<file path="config.mk">
export PLATFORM = sky130hd
export DESIGN_NAME = tile_layout_geometry_top_flat
export DESIGN_NICKNAME = d
export VERILOG_FILES = /design/src/hw/rtl/tlg_pkg.sv /design/src/hw/rtl/tlg_query_if.sv /design/src/hw/rtl/tlg_result_if.sv /design/src/hw/rtl/tlg_cfg_if.sv /design/src/hw/rtl/tlg_decode.sv /design/src/hw/rtl/tlg_divide.sv /design/src/hw/rtl/tlg_place.sv /design/src/hw/rtl/tile_layout_geometry_top.sv /design/src/flat_wrapper.sv
export SDC_FILE = /design/constraint.sdc
export NUM_CORES = 1
export LEC_CHECK = 0
export BUFFER_PORTS_ARGS = -buffer_cell sky130_fd_sc_hd__buf_2
export CORE_MARGIN = 2
export CORE_UTILIZATION = 30
export CTS_CLUSTER_DIAMETER = 80
export CTS_CLUSTER_SIZE = 28
export DETAILED_ROUTE_END_ITERATION = 7
export SLEW_MARGIN = 20
export SYNTH_ARGS = -nofsm -noshare
export SYNTH_HDL_FRONTEND = slang
export SYNTH_SLANG_ARGS = --single-unit
</file>
<file path="constraint.sdc">
create_clock -name clk -period 8.66 [get_ports clk]
set_input_delay 0.433 -clock clk [delete_from_list [all_inputs] [get_ports clk]]
set_output_delay 0.433 -clock clk [all_outputs]
set_load 0.01 [all_outputs]
</file>
<file path="src/hw/rtl/tlg_pkg.sv">
// Shared widths, reset values, register indexes, layout codes and stage payload types.
package tlg_pkg;

	// Field widths
	localparam int DimW   = 14;
	localparam int GapW   = 10;
	localparam int CountW = 8;
	localparam int IndexW = 3;
	localparam int CoordW = 16;
	localparam int RegIdxW = 2;

	// Register reset values
	localparam logic [DimW-1:0] SCREEN_W_RST = 14'd1920;
	localparam logic [DimW-1:0] SCREEN_H_RST = 14'd1080;
	localparam logic [GapW-1:0] SPACING_RST  = 10'd0;

	// Register indexes
	localparam logic [RegIdxW-1:0] REG_SCREEN_W = 2'd0;
	localparam logic [RegIdxW-1:0] REG_SCREEN_H = 2'd1;
	localparam logic [RegIdxW-1:0] REG_SPACING  = 2'd2;

	// Layouts selected by the tile count
	localparam logic [CountW-1:0] LAYOUT_FULL       = 8'd1;
	localparam logic [CountW-1:0] LAYOUT_COLS2      = 8'd2;
	localparam logic [CountW-1:0] LAYOUT_MAIN_STACK = 8'd3;
	localparam logic [CountW-1:0] LAYOUT_GRID2X2    = 8'd4;
	localparam logic [CountW-1:0] LAYOUT_ROWS23     = 8'd5;
	localparam logic [CountW-1:0] LAYOUT_GRID3X2    = 8'd6;
	localparam logic [CountW-1:0] LAYOUT_ROWS34     = 8'd7;
	localparam logic [CountW-1:0] LAYOUT_GRID4X2    = 8'd8;

	// Reciprocal of three, exact for 14-bit magnitudes with a 17-bit shift
	localparam logic [15:0] RECIP3       = 16'd43691;
	localparam int          RECIP3_SHIFT = 17;

	// Decoded request with numerators, after stage 1
	typedef struct packed {
		logic [2:0]               ncols;
		logic [IndexW-1:0]        col;
		logic [IndexW-1:0]        row;
		logic                     full_h;
		logic                     zero;
		logic signed [CoordW-1:0] num_w;
		logic signed [CoordW-1:0] num_h;
		logic signed [CoordW-1:0] full_hgt;
	} s1_t;

	// Column width and row height, after stage 2
	typedef struct packed {
		logic [IndexW-1:0]        col;
		logic [IndexW-1:0]        row;
		logic                     full_h;
		logic                     zero;
		logic signed [CoordW-1:0] col_w;
		logic signed [CoordW-1:0] row_h;
		logic signed [CoordW-1:0] full_hgt;
	} s2_t;

	// Final rectangle, after stage 3
	typedef struct packed {
		logic signed [CoordW-1:0] left_x;
		logic signed [CoordW-1:0] top_y;
		logic signed [CoordW-1:0] tile_width;
		logic signed [CoordW-1:0] tile_height;
	} s3_t;

endpackage

</file>
<file path="src/hw/rtl/tlg_query_if.sv">
// Request channel: tile count and tile index with valid/ready.
interface tlg_query_if;
	import tlg_pkg::*;

	logic              valid;
	logic              ready;
	logic [CountW-1:0] tile_count;
	logic [IndexW-1:0] tile_index;

	modport source (output valid, output tile_count, output tile_index, input ready);
	modport sink   (input valid, input tile_count, input tile_index, output ready);
endinterface

</file>
<file path="src/hw/rtl/tlg_result_if.sv">
// Result channel: tile rectangle with valid/ready.
interface tlg_result_if;
	import tlg_pkg::*;

	logic                     valid;
	logic                     ready;
	logic signed [CoordW-1:0] left_x;
	logic signed [CoordW-1:0] top_y;
	logic signed [CoordW-1:0] tile_width;
	logic signed [CoordW-1:0] tile_height;

	modport source (output valid, output left_x, output top_y, output tile_width,
		output tile_height, input ready);
	modport sink   (input valid, input left_x, input top_y, input tile_width,
		input tile_height, output ready);
endinterface

</file>
<file path="src/hw/rtl/tlg_cfg_if.sv">
// Configuration write channel: register index and data with valid/ready.
interface tlg_cfg_if;
	import tlg_pkg::*;

	logic               valid;
	logic               ready;
	logic [RegIdxW-1:0] index;
	logic [DimW-1:0]    data;

	modport source (output valid, output index, output data, input ready);
	modport sink   (input valid, input index, input data, output ready);
endinterface

</file>
<file path="src/hw/rtl/tlg_decode.sv">
// Stage 1: decode layout, column and row of the tile, and form the numerators.
module tlg_decode (
	input  logic                        clk,
	input  logic                        arst_n,
	input  logic                        prev_valid,
	output logic                        prev_ready,
	input  logic [tlg_pkg::CountW-1:0]  tile_count,
	input  logic [tlg_pkg::IndexW-1:0]  tile_index,
	input  logic [tlg_pkg::DimW-1:0]    screen_w,
	input  logic [tlg_pkg::DimW-1:0]    screen_h,
	input  logic [tlg_pkg::GapW-1:0]    spacing,
	output logic                        next_valid,
	input  logic                        next_ready,
	output tlg_pkg::s1_t                next_data
);
	import tlg_pkg::*;

	logic              valid_s1;
	s1_t               data_s1;
	s1_t               dec;
	s1_t               req;
	logic [12:0]       gap2;
	logic [12:0]       gap3;
	logic [12:0]       gap_k;

	// Gap multiples
	assign gap2 = {2'b0, spacing, 1'b0};
	assign gap3 = {3'b0, spacing} + {2'b0, spacing, 1'b0};

	// Pick the column count, column and row of this tile
	always_comb begin
		dec.ncols    = 3'd2;
		dec.col      = '0;
		dec.row      = '0;
		dec.full_h   = 1'b0;
		dec.zero     = 1'b0;
		dec.num_w    = '0;
		dec.num_h    = '0;
		dec.full_hgt = '0;
		case (tile_count)
			LAYOUT_FULL: begin
				dec.ncols  = 3'd1;
				dec.full_h = 1'b1;
			end
			LAYOUT_COLS2: begin
				dec.col    = tile_index;
				dec.full_h = 1'b1;
			end
			LAYOUT_MAIN_STACK: begin
				if (tile_index == 3'd0) begin
					dec.full_h = 1'b1;
				end else begin
					dec.col = 3'd1;
					dec.row = tile_index - 3'd1;
				end
			end
			LAYOUT_GRID2X2: begin
				dec.row = {1'b0, tile_index[2:1]};
				dec.col = {2'b0, tile_index[0]};
			end
			LAYOUT_GRID3X2: begin
				dec.ncols = 3'd3;
				if (tile_index >= 3'd6) begin
					dec.row = 3'd2;
					dec.col = tile_index - 3'd6;
				end else if (tile_index >= 3'd3) begin
					dec.row = 3'd1;
					dec.col = tile_index - 3'd3;
				end else begin
					dec.col = tile_index;
				end
			end
			LAYOUT_GRID4X2: begin
				dec.ncols = 3'd4;
				dec.row   = {2'b0, tile_index[2]};
				dec.col   = {1'b0, tile_index[1:0]};
			end
			LAYOUT_ROWS23: begin
				if (tile_index < 3'd2) begin
					dec.col = tile_index;
				end else begin
					dec.ncols = 3'd3;
					dec.col   = tile_index - 3'd2;
					dec.row   = 3'd1;
				end
			end
			LAYOUT_ROWS34: begin
				if (tile_index < 3'd3) begin
					dec.ncols = 3'd3;
					dec.col   = tile_index;
				end else begin
					dec.ncols = 3'd4;
					dec.col   = tile_index - 3'd3;
					dec.row   = 3'd1;
				end
			end
			default: begin
				dec.zero = 1'b1;
			end
		endcase
	end

	// Gap total across a row of n columns: (n + 1) * gap
	always_comb begin
		case (dec.ncols)
			3'd1:    gap_k = gap2;
			3'd2:    gap_k = gap3;
			3'd3:    gap_k = {1'b0, spacing, 2'b0};
			3'd4:    gap_k = {1'b0, spacing, 2'b0} + {3'b0, spacing};
			default: gap_k = gap2;
		endcase
	end

	// Attach the width and height numerators
	always_comb begin
		req          = dec;
		req.num_w    = $signed({2'b0, screen_w}) - $signed({3'b0, gap_k});
		req.num_h    = $signed({2'b0, screen_h}) - $signed({3'b0, gap3});
		req.full_hgt = $signed({2'b0, screen_h}) - $signed({3'b0, gap2});
	end

	assign prev_ready = !valid_s1 || next_ready;

	// Advance stage 1
	always_ff @(posedge clk or negedge arst_n) begin
		if (!arst_n) begin
			valid_s1 <= 1'b0;
		end else if (prev_ready) begin
			valid_s1 <= prev_valid;
		end
	end

	always_ff @(posedge clk) begin
		if (prev_ready && prev_valid) begin
			data_s1 <= req;
		end
	end

	assign next_valid = valid_s1;
	assign next_data  = data_s1;
endmodule

</file>
<file path="src/hw/rtl/tlg_divide.sv">
// Stage 2: truncating divide of the width by the column count and of the height by two.
module tlg_divide (
	input  logic         clk,
	input  logic         arst_n,
	input  logic         prev_valid,
	output logic         prev_ready,
	input  tlg_pkg::s1_t prev_data,
	output logic         next_valid,
	input  logic         next_ready,
	output tlg_pkg::s2_t next_data
);
	import tlg_pkg::*;

	logic                     valid_s2;
	s2_t                      data_s2;
	logic                     neg_w;
	logic [CoordW-1:0]        neg_num;
	logic [DimW-1:0]          mag;
	logic [DimW+15:0]         prod3;
	logic [DimW-1:0]          quot;
	logic signed [CoordW-1:0] col_w;
	logic signed [CoordW-1:0] half_adj;
	logic signed [CoordW-1:0] row_h;

	// Split width numerator into sign and magnitude
	assign neg_w   = prev_data.num_w[CoordW-1];
	assign neg_num = -prev_data.num_w;
	assign mag     = neg_w ? neg_num[DimW-1:0] : prev_data.num_w[DimW-1:0];
	assign prod3   = mag * RECIP3;

	// Divide magnitude by the column count
	always_comb begin
		case (prev_data.ncols)
			3'd2:    quot = {1'b0, mag[DimW-1:1]};
			3'd3:    quot = {1'b0, prod3[DimW+15:RECIP3_SHIFT]};
			3'd4:    quot = {2'b0, mag[DimW-1:2]};
			default: quot = mag;
		endcase
	end

	assign col_w = neg_w ? -$signed({2'b0, quot}) : $signed({2'b0, quot});

	// Halve height toward zero: bias negatives by one before the shift
	assign half_adj = prev_data.num_h + $signed({15'b0, prev_data.num_h[CoordW-1]});
	assign row_h    = half_adj >>> 1;

	assign prev_ready = !valid_s2 || next_ready;

	// Advance stage 2
	always_ff @(posedge clk or negedge arst_n) begin
		if (!arst_n) begin
			valid_s2 <= 1'b0;
		end else if (prev_ready) begin
			valid_s2 <= prev_valid;
		end
	end

	always_ff @(posedge clk) begin
		if (prev_ready && prev_valid) begin
			data_s2.col      <= prev_data.col;
			data_s2.row      <= prev_data.row;
			data_s2.full_h   <= prev_data.full_h;
			data_s2.zero     <= prev_data.zero;
			data_s2.col_w    <= col_w;
			data_s2.row_h    <= row_h;
			data_s2.full_hgt <= prev_data.full_hgt;
		end
	end

	assign next_valid = valid_s2;
	assign next_data  = data_s2;
endmodule

</file>
<file path="src/hw/rtl/tlg_place.sv">
// Stage 3: place the tile from column, row and pitch; this is the result register.
module tlg_place (
	input  logic                     clk,
	input  logic                     arst_n,
	input  logic                     prev_valid,
	output logic                     prev_ready,
	input  tlg_pkg::s2_t             prev_data,
	input  logic [tlg_pkg::GapW-1:0] spacing,
	output logic                     next_valid,
	input  logic                     next_ready,
	output tlg_pkg::s3_t             next_data
);
	import tlg_pkg::*;

	logic              valid_s3;
	s3_t               data_s3;
	s3_t               rect;
	logic [CoordW-1:0] gap16;
	logic [CoordW-1:0] pitch_x;
	logic [CoordW-1:0] pitch_y;
	logic [CoordW-1:0] off_x;
	logic [CoordW-1:0] off_y;

	// Offsets wrap at 16 bits, as the outputs do
	assign gap16   = {6'b0, spacing};
	assign pitch_x = prev_data.col_w + gap16;
	assign pitch_y = prev_data.row_h + gap16;
	assign off_x   = pitch_x * {13'b0, prev_data.col};
	assign off_y   = pitch_y * {13'b0, prev_data.row};

	// Build rectangle, zero for counts without a layout
	always_comb begin
		if (prev_data.zero) begin
			rect = '0;
		end else begin
			rect.left_x      = off_x + gap16;
			rect.top_y       = off_y + gap16;
			rect.tile_width  = prev_data.col_w;
			rect.tile_height = prev_data.full_h ? prev_data.full_hgt : prev_data.row_h;
		end
	end

	assign prev_ready = !valid_s3 || next_ready;

	// Advance stage 3
	always_ff @(posedge clk or negedge arst_n) begin
		if (!arst_n) begin
			valid_s3 <= 1'b0;
		end else if (prev_ready) begin
			valid_s3 <= prev_valid;
		end
	end

	always_ff @(posedge clk) begin
		if (prev_ready && prev_valid) begin
			data_s3 <= rect;
		end
	end

	assign next_valid = valid_s3;
	assign next_data  = data_s3;
endmodule

</file>
<file path="src/hw/rtl/tile_layout_geometry_top.sv">
// Top level of the tile layout geometry block: config registers and three-stage pipeline.
//
// Usage:
//   query  - request channel carrying tile_count and tile_index.
//   result - rectangle of that tile: left_x, top_y, tile_width, tile_height,
//            16-bit two's complement; counts outside one to eight give zeros.
//   cfg    - register writes: index 0 viewport width, 1 viewport height,
//            2 tile gap; other indexes are dropped. Always ready.
//            Write only while no request is in flight.
// Flow: a request accepted on query is registered by the decode, divide and
//   place stages in turn, then shows on result.
// Throughput: one request per cycle while result.ready is high, set by the
//   three-stage pipeline with a single reciprocal multiplier in the divide stage.
// Reset: arst_n clears all stage valid bits and loads viewport 1920 x 1080
//   with a zero gap.
// Stall: when result.ready is low the result register holds its request and
//   the stages behind it fill up, then query.ready drops; nothing is lost.
module tile_layout_geometry_top (
	input  logic         clk,
	input  logic         arst_n,
	tlg_query_if.sink    query,
	tlg_result_if.source result,
	tlg_cfg_if.sink      cfg
);
	import tlg_pkg::*;

	logic [DimW-1:0] screen_w_q;
	logic [DimW-1:0] screen_h_q;
	logic [GapW-1:0] spacing_q;

	logic s1_valid;
	logic s1_ready;
	s1_t  s1_data;
	logic s2_valid;
	logic s2_ready;
	s2_t  s2_data;
	s3_t  s3_data;

	assign cfg.ready = 1'b1;

	// Write configuration registers
	always_ff @(posedge clk or negedge arst_n) begin
		if (!arst_n) begin
			screen_w_q <= SCREEN_W_RST;
			screen_h_q <= SCREEN_H_RST;
			spacing_q  <= SPACING_RST;
		end else if (cfg.valid) begin
			unique case (cfg.index)
				REG_SCREEN_W: screen_w_q <= cfg.data;
				REG_SCREEN_H: screen_h_q <= cfg.data;
				REG_SPACING:  spacing_q  <= cfg.data[GapW-1:0];
				default: ;
			endcase
		end
	end

	tlg_decode u_decode (
		.clk        (clk),
		.arst_n     (arst_n),
		.prev_valid (query.valid),
		.prev_ready (query.ready),
		.tile_count (query.tile_count),
		.tile_index (query.tile_index),
		.screen_w   (screen_w_q),
		.screen_h   (screen_h_q),
		.spacing    (spacing_q),
		.next_valid (s1_valid),
		.next_ready (s1_ready),
		.next_data  (s1_data)
	);

	tlg_divide u_divide (
		.clk        (clk),
		.arst_n     (arst_n),
		.prev_valid (s1_valid),
		.prev_ready (s1_ready),
		.prev_data  (s1_data),
		.next_valid (s2_valid),
		.next_ready (s2_ready),
		.next_data  (s2_data)
	);

	tlg_place u_place (
		.clk        (clk),
		.arst_n     (arst_n),
		.prev_valid (s2_valid),
		.prev_ready (s2_ready),
		.prev_data  (s2_data),
		.spacing    (spacing_q),
		.next_valid (result.valid),
		.next_ready (result.ready),
		.next_data  (s3_data)
	);

	assign result.left_x      = s3_data.left_x;
	assign result.top_y       = s3_data.top_y;
	assign result.tile_width  = s3_data.tile_width;
	assign result.tile_height = s3_data.tile_height;
endmodule

</file>
<file path="src/flat_wrapper.sv">
// flat-port wrapper written by rule: the top's interface ports become plain ports
module tile_layout_geometry_top_flat import tlg_pkg::*;
  (clk, arst_n, query_valid, query_tile_count, query_tile_index, query_ready, result_valid, result_left_x, result_top_y, result_tile_width, result_tile_height, result_ready, cfg_valid, cfg_index, cfg_data, cfg_ready);
  tlg_query_if query_i ();
  tlg_result_if result_i ();
  tlg_cfg_if cfg_i ();
  input  logic clk;
  input  logic arst_n;
  input wire logic [$bits(query_i.valid)-1:0] query_valid;
  input wire logic [$bits(query_i.tile_count)-1:0] query_tile_count;
  input wire logic [$bits(query_i.tile_index)-1:0] query_tile_index;
  output wire logic [$bits(query_i.ready)-1:0] query_ready;
  output wire logic [$bits(result_i.valid)-1:0] result_valid;
  output wire logic [$bits(result_i.left_x)-1:0] result_left_x;
  output wire logic [$bits(result_i.top_y)-1:0] result_top_y;
  output wire logic [$bits(result_i.tile_width)-1:0] result_tile_width;
  output wire logic [$bits(result_i.tile_height)-1:0] result_tile_height;
  input wire logic [$bits(result_i.ready)-1:0] result_ready;
  input wire logic [$bits(cfg_i.valid)-1:0] cfg_valid;
  input wire logic [$bits(cfg_i.index)-1:0] cfg_index;
  input wire logic [$bits(cfg_i.data)-1:0] cfg_data;
  output wire logic [$bits(cfg_i.ready)-1:0] cfg_ready;
  assign query_i.valid = query_valid;
  assign query_i.tile_count = query_tile_count;
  assign query_i.tile_index = query_tile_index;
  assign query_ready = query_i.ready;
  assign result_valid = result_i.valid;
  assign result_left_x = result_i.left_x;
  assign result_top_y = result_i.top_y;
  assign result_tile_width = result_i.tile_width;
  assign result_tile_height = result_i.tile_height;
  assign result_i.ready = result_ready;
  assign cfg_i.valid = cfg_valid;
  assign cfg_i.index = cfg_index;
  assign cfg_i.data = cfg_data;
  assign cfg_ready = cfg_i.ready;
  tile_layout_geometry_top u_core (.clk(clk), .arst_n(arst_n), .query(query_i), .result(result_i), .cfg(cfg_i));
endmodule
</file>
==> key figures, run 1 <==
Clock network
  • CTS sink cnt: 214
  • Clock buffer depth: 3
  • Clk slew on worst S/H paths: 0.10 ns
  • Post-CTS Setup Bufs: 0
  • Cts bufs inserted: 16
  • TritonCTS clock tree: yes
  • H-tree lvl count: 1
  • Root Buffer: clkbuf_16
  • Worst-Skew Late Latency: 0.52 ns

Routing
  • DRT Wirelength: 46700 um
  • Routed vias: 14.0k
  • Detailed router's first-iteration violation count: 1040
  • DRT Pass-1 Iters: 8
  • ANT nets after route: 0
  • Vias per cell: 4.88
  • WL/cell: 16.2 um
  • Residual DRC count: 0

Hold path
  • Worst hold path class: in2reg

Yosys
  • Most common cell in the netlist: inv_1
  • Post-synth top area cell: edfxtp_1
  • Mapped Cells: 1931
  • Synth unique cells: 98
  • Synth cell count leaders: inv_1, ha_1, edfxtp_1
  • #FFs+latches synth: 214
  • Syn_nets: 2293
  • Share of flip-flops with an asynchronous set or reset: 19.2%
  • Register area share after synthesis: 32.5%
  • Post-synth EDFFs: 173
  • Syn. warnings: 0
  • Mapped cell area: 19200 um2
  • Avg Cell Area, Syn: 9.94 um2
  • Synth top area share: 27.1%
  • Synth top area cells: edfxtp_1, ha_1, fa_1
  • Synth Flop Type: edfxtp_1

Placed design
  • Port Buffers: 97
  • Gpl congestion: 0.906
  • DP HPWL: 38200 um
  • Post-place setup slack: 0.360 ns

Global routing
  • Largest net degree at the start of global routing: 64
  • GRT Residual Overflow: 0
  • GRT Total Usage: 14.1%
  • Vias in the first global route: 14.1k
  • First-pass GRT wire length: 75600 um
  • Initial antenna violation count: 4

Die
  • Ports: 99
  • Core region area: 63200 um2
  • Cell Rows: 92
  • Die Wd: 257 um
  • Die area: 66000 um2
  • Die height: 257 um
  • Starting Density: 30.4%

Layout
  • Fillers: 6326
  • Layout overhead on the synthesized area: 11.1%
  • Post-layout nets: 2381
  • Core Util, Final: 33.7%
  • Diode count: 0
  • Share of layout cells above drive strength 1: 11.3%

Timing
  • Fin crit share: 96.3%
  • Worst slew margin: 33.7%
  • Fin. Hold Viols: 0
  • Fmax: 120 MHz
  • Final worst path period need: 8.34 ns
  • Unrepaired setup endpoints after global routing: no
  • Total negative slack: 0 ns
  • Worst slew pin tran: 0.984 ns
  • Fin. max-slew vios: 0
  • Post-route setup slack: 0.322 ns
  • Finish-stage setup viols: 0
  • Setup Skew: 0.0365 ns

Critical path
  • Critical path launch point type: register
  • Critical path class: reg2reg
  • Worst Path Arrival: 8.58 ns
  • Setup crit end kind: register
  • CP Max Fanout: 7
  • Worst endpoint required time: 8.90 ns

Status
  • Status: complete, no violations

Flow run
  • # Max-Cap Violations: 0
==> kinds of logic after synthesis <==
group / after synthesis / synth area share (%)
AO/OA/AOI/OAI: 362 / 13.1
XOR/XNOR: 131 / 6.13
adder cells (fa/ha/maj): 330 / 25.6
buffers and inverters: 291 / 5.80
flip-flops: 214 / 32.5
multiplexers: 61 / 3.44
other: 1 / 0.0195
AND/OR/NAND/NOR: 541 / 13.4
==> registers in the layout (all words and copies together), names as in the netlist <==
| name | flops |
|---|---|
| u_core.u_divide.next_data | 54 |
| u_core.screen_h_q | 14 |
| u_core.spacing_q | 10 |
| u_core.u_divide.next_valid | 1 |
| u_core.screen_w_q | 14 |
| u_core.u_decode.next_data | 56 |
| u_core.u_decode.next_valid | 1 |
| u_core.u_place.next_valid | 1 |
| u_core.u_place.next_data | 63 |
==> through the flow <==
stage,hold slack [ns],area [um2],instances
after floorplan,0.137,19200,1931
after global routing,0.0940,21300,2875
after CTS,0.0976,21300,2874
after global placement,0.402,20700,2846
after detailed placement,0.405,20700,2846
final,0.122,21300,2875
==> cell type report <==
class / count / area, um2 / share of cell area (%)
Tap cell: 846 / 1060 / 4.96
Sequential cell: 214 / 6230 / 29.2
Timing Repair Buffer: 117 / 641 / 3.00
Clock inverter: 11 / 175 / 0.822
Multi-Input combinational cell: 1426 / 11900 / 55.7
Clock buffer: 17 / 425 / 2.00
Inverter: 244 / 916 / 4.30
==> critical path, cell delays in order, from the launching register on <==
cell and delay (ns):
edfxtp_1 0.47, or4_1 0.74, o41ai_4 0.45, xor2_2 0.37
inv_2 0.15, ha_1 0.30, inv_1 0.05, fa_1 0.58
fa_1 0.46, fa_1 0.52, inv_1 0.06, fa_1 0.56
fa_1 0.43, ha_1 0.34, nand4_1 0.11, nand3_1 0.15
o21a_1 0.24, or3_1 0.40, a2111o_1 0.45, nor2b_2 0.19
and4_1 0.25, or3b_4 0.42, o41a_1 0.37
==> layout by cell type (no fill, tap or decap), types with 11 or more instances in the layout <==
cell / instances
xnor2_1: 81
and3_1: 11
buf_4: 20
nand2b_1: 16
nor2b_1: 38
a21o_1: 29
nand4_1: 15
mux2_2: 38
o21bai_1: 17
buf_2: 96
ha_1: 225
a21oi_1: 75
a21boi_0: 14
dfrtp_1: 33
fa_1: 105
nor2_1: 149
mux2i_1: 22
edfxtp_1: 173
nor3_1: 35
xor2_1: 45
clkbuf_16: 17
inv_1: 241
and2_1: 22
o21ai_0: 79
nand3_1: 45
o21a_1: 19
nand2_1: 163
o211ai_1: 12
==> worst paths after layout <==
| check | from | to | slack, ns | cells past startpoint |
|---|---|---|---|---|
| min in group asynchronous | arst_n | u_core.u_place.next_valid | 0.47 | 2 |
| worst min register to register | u_core.u_decode.next_data[54] | u_core.u_divide.next_data[54] | 0.42 | 0 |
| worst min-delay path | query_valid | u_core.u_decode.next_valid | 0.12 | 2 |
| max in group asynchronous | arst_n | u_core.spacing_q[2] | 7.76 | 2 |
| worst max-delay path | u_core.u_decode.next_data[39] | u_core.u_divide.next_data[47] | 0.32 | 22 |
| worst max register to register | u_core.u_decode.next_data[39] | u_core.u_divide.next_data[47] | 0.32 | 22 |
==> timing repair <==
item                                    CTS  global route
gates resized for setup                   0             2
hold buffers                              0             1
endpoints found under the hold margin     0            33
endpoints found under the setup margin    0             2
==> layer usage <==
metal / part of all wire (%) / track usage [%] / routed length [um]
met3: 5.2 / 2.33 / 2450
met2: 45 / 22.9 / 20800
met5: 0.066 / 0 / 31
met1: 48 / 20.0 / 22600
met4: 1.6 / 2.41 / 727
Power of run 1 is not shown: default switching activity piles up to over one toggle a cycle in this logic, so the estimate is an artifact.
==> inputs of run 2 (changes only) <==
Settings changed: CORE_ASPECT_RATIO from default to 1.75, SLEW_MARGIN 20 to default, SYNTH_HIERARCHICAL from default to 1.
==> run 2 against run 1 <==
- global-route usage is 1.3 points higher
- register-to-register slack better by 0.13 ns
- critical path depth increased by 2
- fmax grew 1.6%
- area after synthesis rose by 5.2%
- non-clock buffer count increased by 11
- worst setup slack gained 0.13 ns
- via count up 8.4%
- flip-flop and latch count rose by 2
==> key figures, run 2 <==
Routing
  • Detailed router's first-iteration violation count: 658
  • Residual DRC count: 0
  • Routed vias: 15.2k
  • Vias per cell: 5.04
  • WL/cell: 18.0 um
  • ANT nets after route: 0
  • DRT Pass-1 Iters: 5
  • DRT Wirelength: 54400 um

Placed design
  • DP HPWL: 44800 um
  • Gpl congestion: 0.961
  • Port Buffers: 97
  • Post-place setup slack: 0.409 ns

Critical path
  • Crit-path slowest cell: nor4b_1
  • WP depth: 24
  • Critical path launch point type: register
  • R2r setup slk: 0.45 ns
  • Setup crit end kind: register
  • Family with the most delay on the worst path: adder cells
  • Buf+Inv Stages, Crit Path: 4
  • Most used cell, CP: fa_1
  • Crit path cell chain: inv_1 -> ha_1 -> nor4b_1 -> a211o_1 -> nand2_1 -> ha_1 -> inv_1 -> fa_1 -> fa_1 -> fa_1 -> inv_1 -> fa_1 -> fa_1 -> ha_1 -> nand4_1 -> nor3b_1 -> a21oi_1 -> a2111oi_0 -> mux2_2 -> nor3_2 -> nand3_4 -> buf_4 -> o31ai_1 -> xnor2_1
  • Worst Path Arrival: 8.46 ns
  • Critical path class: reg2reg
  • CP Max Fanout: 7
  • Worst path max stage delay: 0.63 ns
  • Worst R2R Path Depth: 24
  • Worst endpoint required time: 8.92 ns

Flow run
  • # Max-Cap Violations: 0

Yosys
  • Synth Flop Type: edfxtp_1
  • Most common cell in the netlist: inv_1
  • Register area share after synthesis: 31.1%
  • Syn_nets: 2387
  • Synth cell count leaders: inv_1, ha_1, edfxtp_1
  • #FFs+latches synth: 216
  • Syn. warnings: 6
  • Mapped Cells: 2024
  • Avg Cell Area, Syn: 9.98 um2
  • Synth top area share: 26.0%
  • Post-synth EDFFs: 175
  • Share of flip-flops with an asynchronous set or reset: 19.0%
  • Synth unique cells: 101
  • Synth top area cells: edfxtp_1, ha_1, fa_1
  • Mapped cell area: 20200 um2
  • Post-synth top area cell: edfxtp_1

Die
  • Ports: 99
  • Core region area: 66500 um2
  • Die area: 69500 um2
  • Die height: 347 um
  • Starting Density: 30.4%
  • Die Wd: 200 um
  • Cell Rows: 125

Timing
  • Fmax: 122 MHz
  • Fin. max-slew vios: 0
  • Worst slew margin: 33.8%
  • Worst slew pin tran: 0.989 ns
  • Fin crit share: 94.8%
  • Post-route setup slack: 0.452 ns
  • Finish-stage setup viols: 0
  • Final worst path period need: 8.21 ns
  • Total negative slack: 0 ns
  • Setup Skew: 0.0428 ns
  • Fin. Hold Viols: 0
  • Unrepaired setup endpoints after global routing: no

Clock network
  • H-tree lvl count: 1
  • Clk slew on worst S/H paths: 0.10 ns
  • Clock buffer depth: 3
  • TritonCTS clock tree: yes
  • Post-CTS Setup Bufs: 0
  • Root Buffer: clkbuf_16
  • Cts bufs inserted: 14
  • CTS sink cnt: 216
  • Worst-Skew Late Latency: 0.52 ns

Status
  • Status: complete, no violations

Global routing
  • GRT Total Usage: 15.4%
  • Vias in the first global route: 15.6k
  • First-pass GRT wire length: 85500 um
  • Largest net degree at the start of global routing: 65
  • Initial antenna violation count: 5
  • GRT Residual Overflow: 0

Hold path
  • Worst hold path class: in2async

Layout
  • Post-layout nets: 2480
  • Max reg flops: 64
  • Most frequent cells in the layout: inv_1, ha_1, edfxtp_1, nor2_1, a21oi_1
  • Share of layout cells above drive strength 1: 11.8%
  • Commonest non-fill, non-tap cell in the layout: inv_1
  • Fillers: 6692
  • Layout overhead on the synthesized area: 10.4%
[run 2: changes by cell type after synthesis, moves of 16 or more]
| cell | change |
|---|---|
| nand2_1 | -59 |
| and2_1 | +40 |
| a21oi_1 | +31 |
| nor2b_1 | +24 |
| nor2_1 | -17 |
| nand3_1 | -16 |
[run 2: timing repair]
item,in CTS,in global routing
hold buffers,0,0
setup endpoints to repair,0,3
gates resized for setup,0,2
hold endpoints to repair,0,0
[run 2: path summary, 6_finish.rpt]
| path | from | endpoint |
|---|---|---|
| setup / recovery | u_core/u_decode/next_data[33] | u_core/u_divide/next_data[44] |
| hold / removal | arst_n | u_core/screen_h_q[6] |
| setup reg to reg | u_core/u_decode/next_data[33] | u_core/u_divide/next_data[44] |
| hold reg to reg | u_core/u_decode/next_data[10] | u_core/u_divide/next_data[10] |
| max in group asynchronous | arst_n | u_core/spacing_q[2] |
| min in group clk | query_valid | u_core/u_decode/next_valid |
[run 2: cell type report]
type | count | area [um2] | share of cell area [%]
Multi-Input combinational cell | 1523 | 12800 | 57.4
Sequential cell | 216 | 6290 | 28.2
Inverter | 234 | 878 | 3.94
Timing Repair Buffer | 128 | 718 | 3.22
Antenna cell | 4 | 10.0 | 0.0449
Clock inverter | 8 | 111 | 0.499
Tap cell | 889 | 1110 | 4.99
Clock buffer | 16 | 379 | 1.70
[run 2: cell families (layout without fill, tap and decap cells)]
kind of cell,Yosys count,count (layout),synth area share [%]
buffers and inverters,285,386,5.54
XOR/XNOR,131,131,5.88
multiplexers,65,65,3.50
AND/OR/NAND/NOR,563,563,15.0
adder cells (fa/ha/maj),331,331,24.4
flip-flops,216,216,31.1
AO/OA/AOI/OAI,432,432,14.5
other,1,5,0.0186
[run 2: metal layers]
layer,vias up,routed length (um),GRT usage (%),share of wire (%)
met1,7391,21600,17.1,40
met4,4,2530,7.20,4.6
met2,336,28400,29.0,52
met5,-,27,0,0.050
li1,7371,-,-,-
met3,113,1860,1.73,3.4
[run 2: through the flow]
stage | hold WS, ns | area [um2] | cells | util, %
detailed placement | 0.405 | 21800 | 2990 | 32.8
global placement | 0.402 | 21800 | 2990 | 32.8
global route | 0.118 | 22300 | 3016 | 33.6
CTS | 0.0454 | 22300 | 3014 | 33.5
finish | 0.0467 | 22300 | 3018 | 33.6
floorplan | 0.137 | 20200 | 2024 | -
Power of run 2 is left out for the same reason.
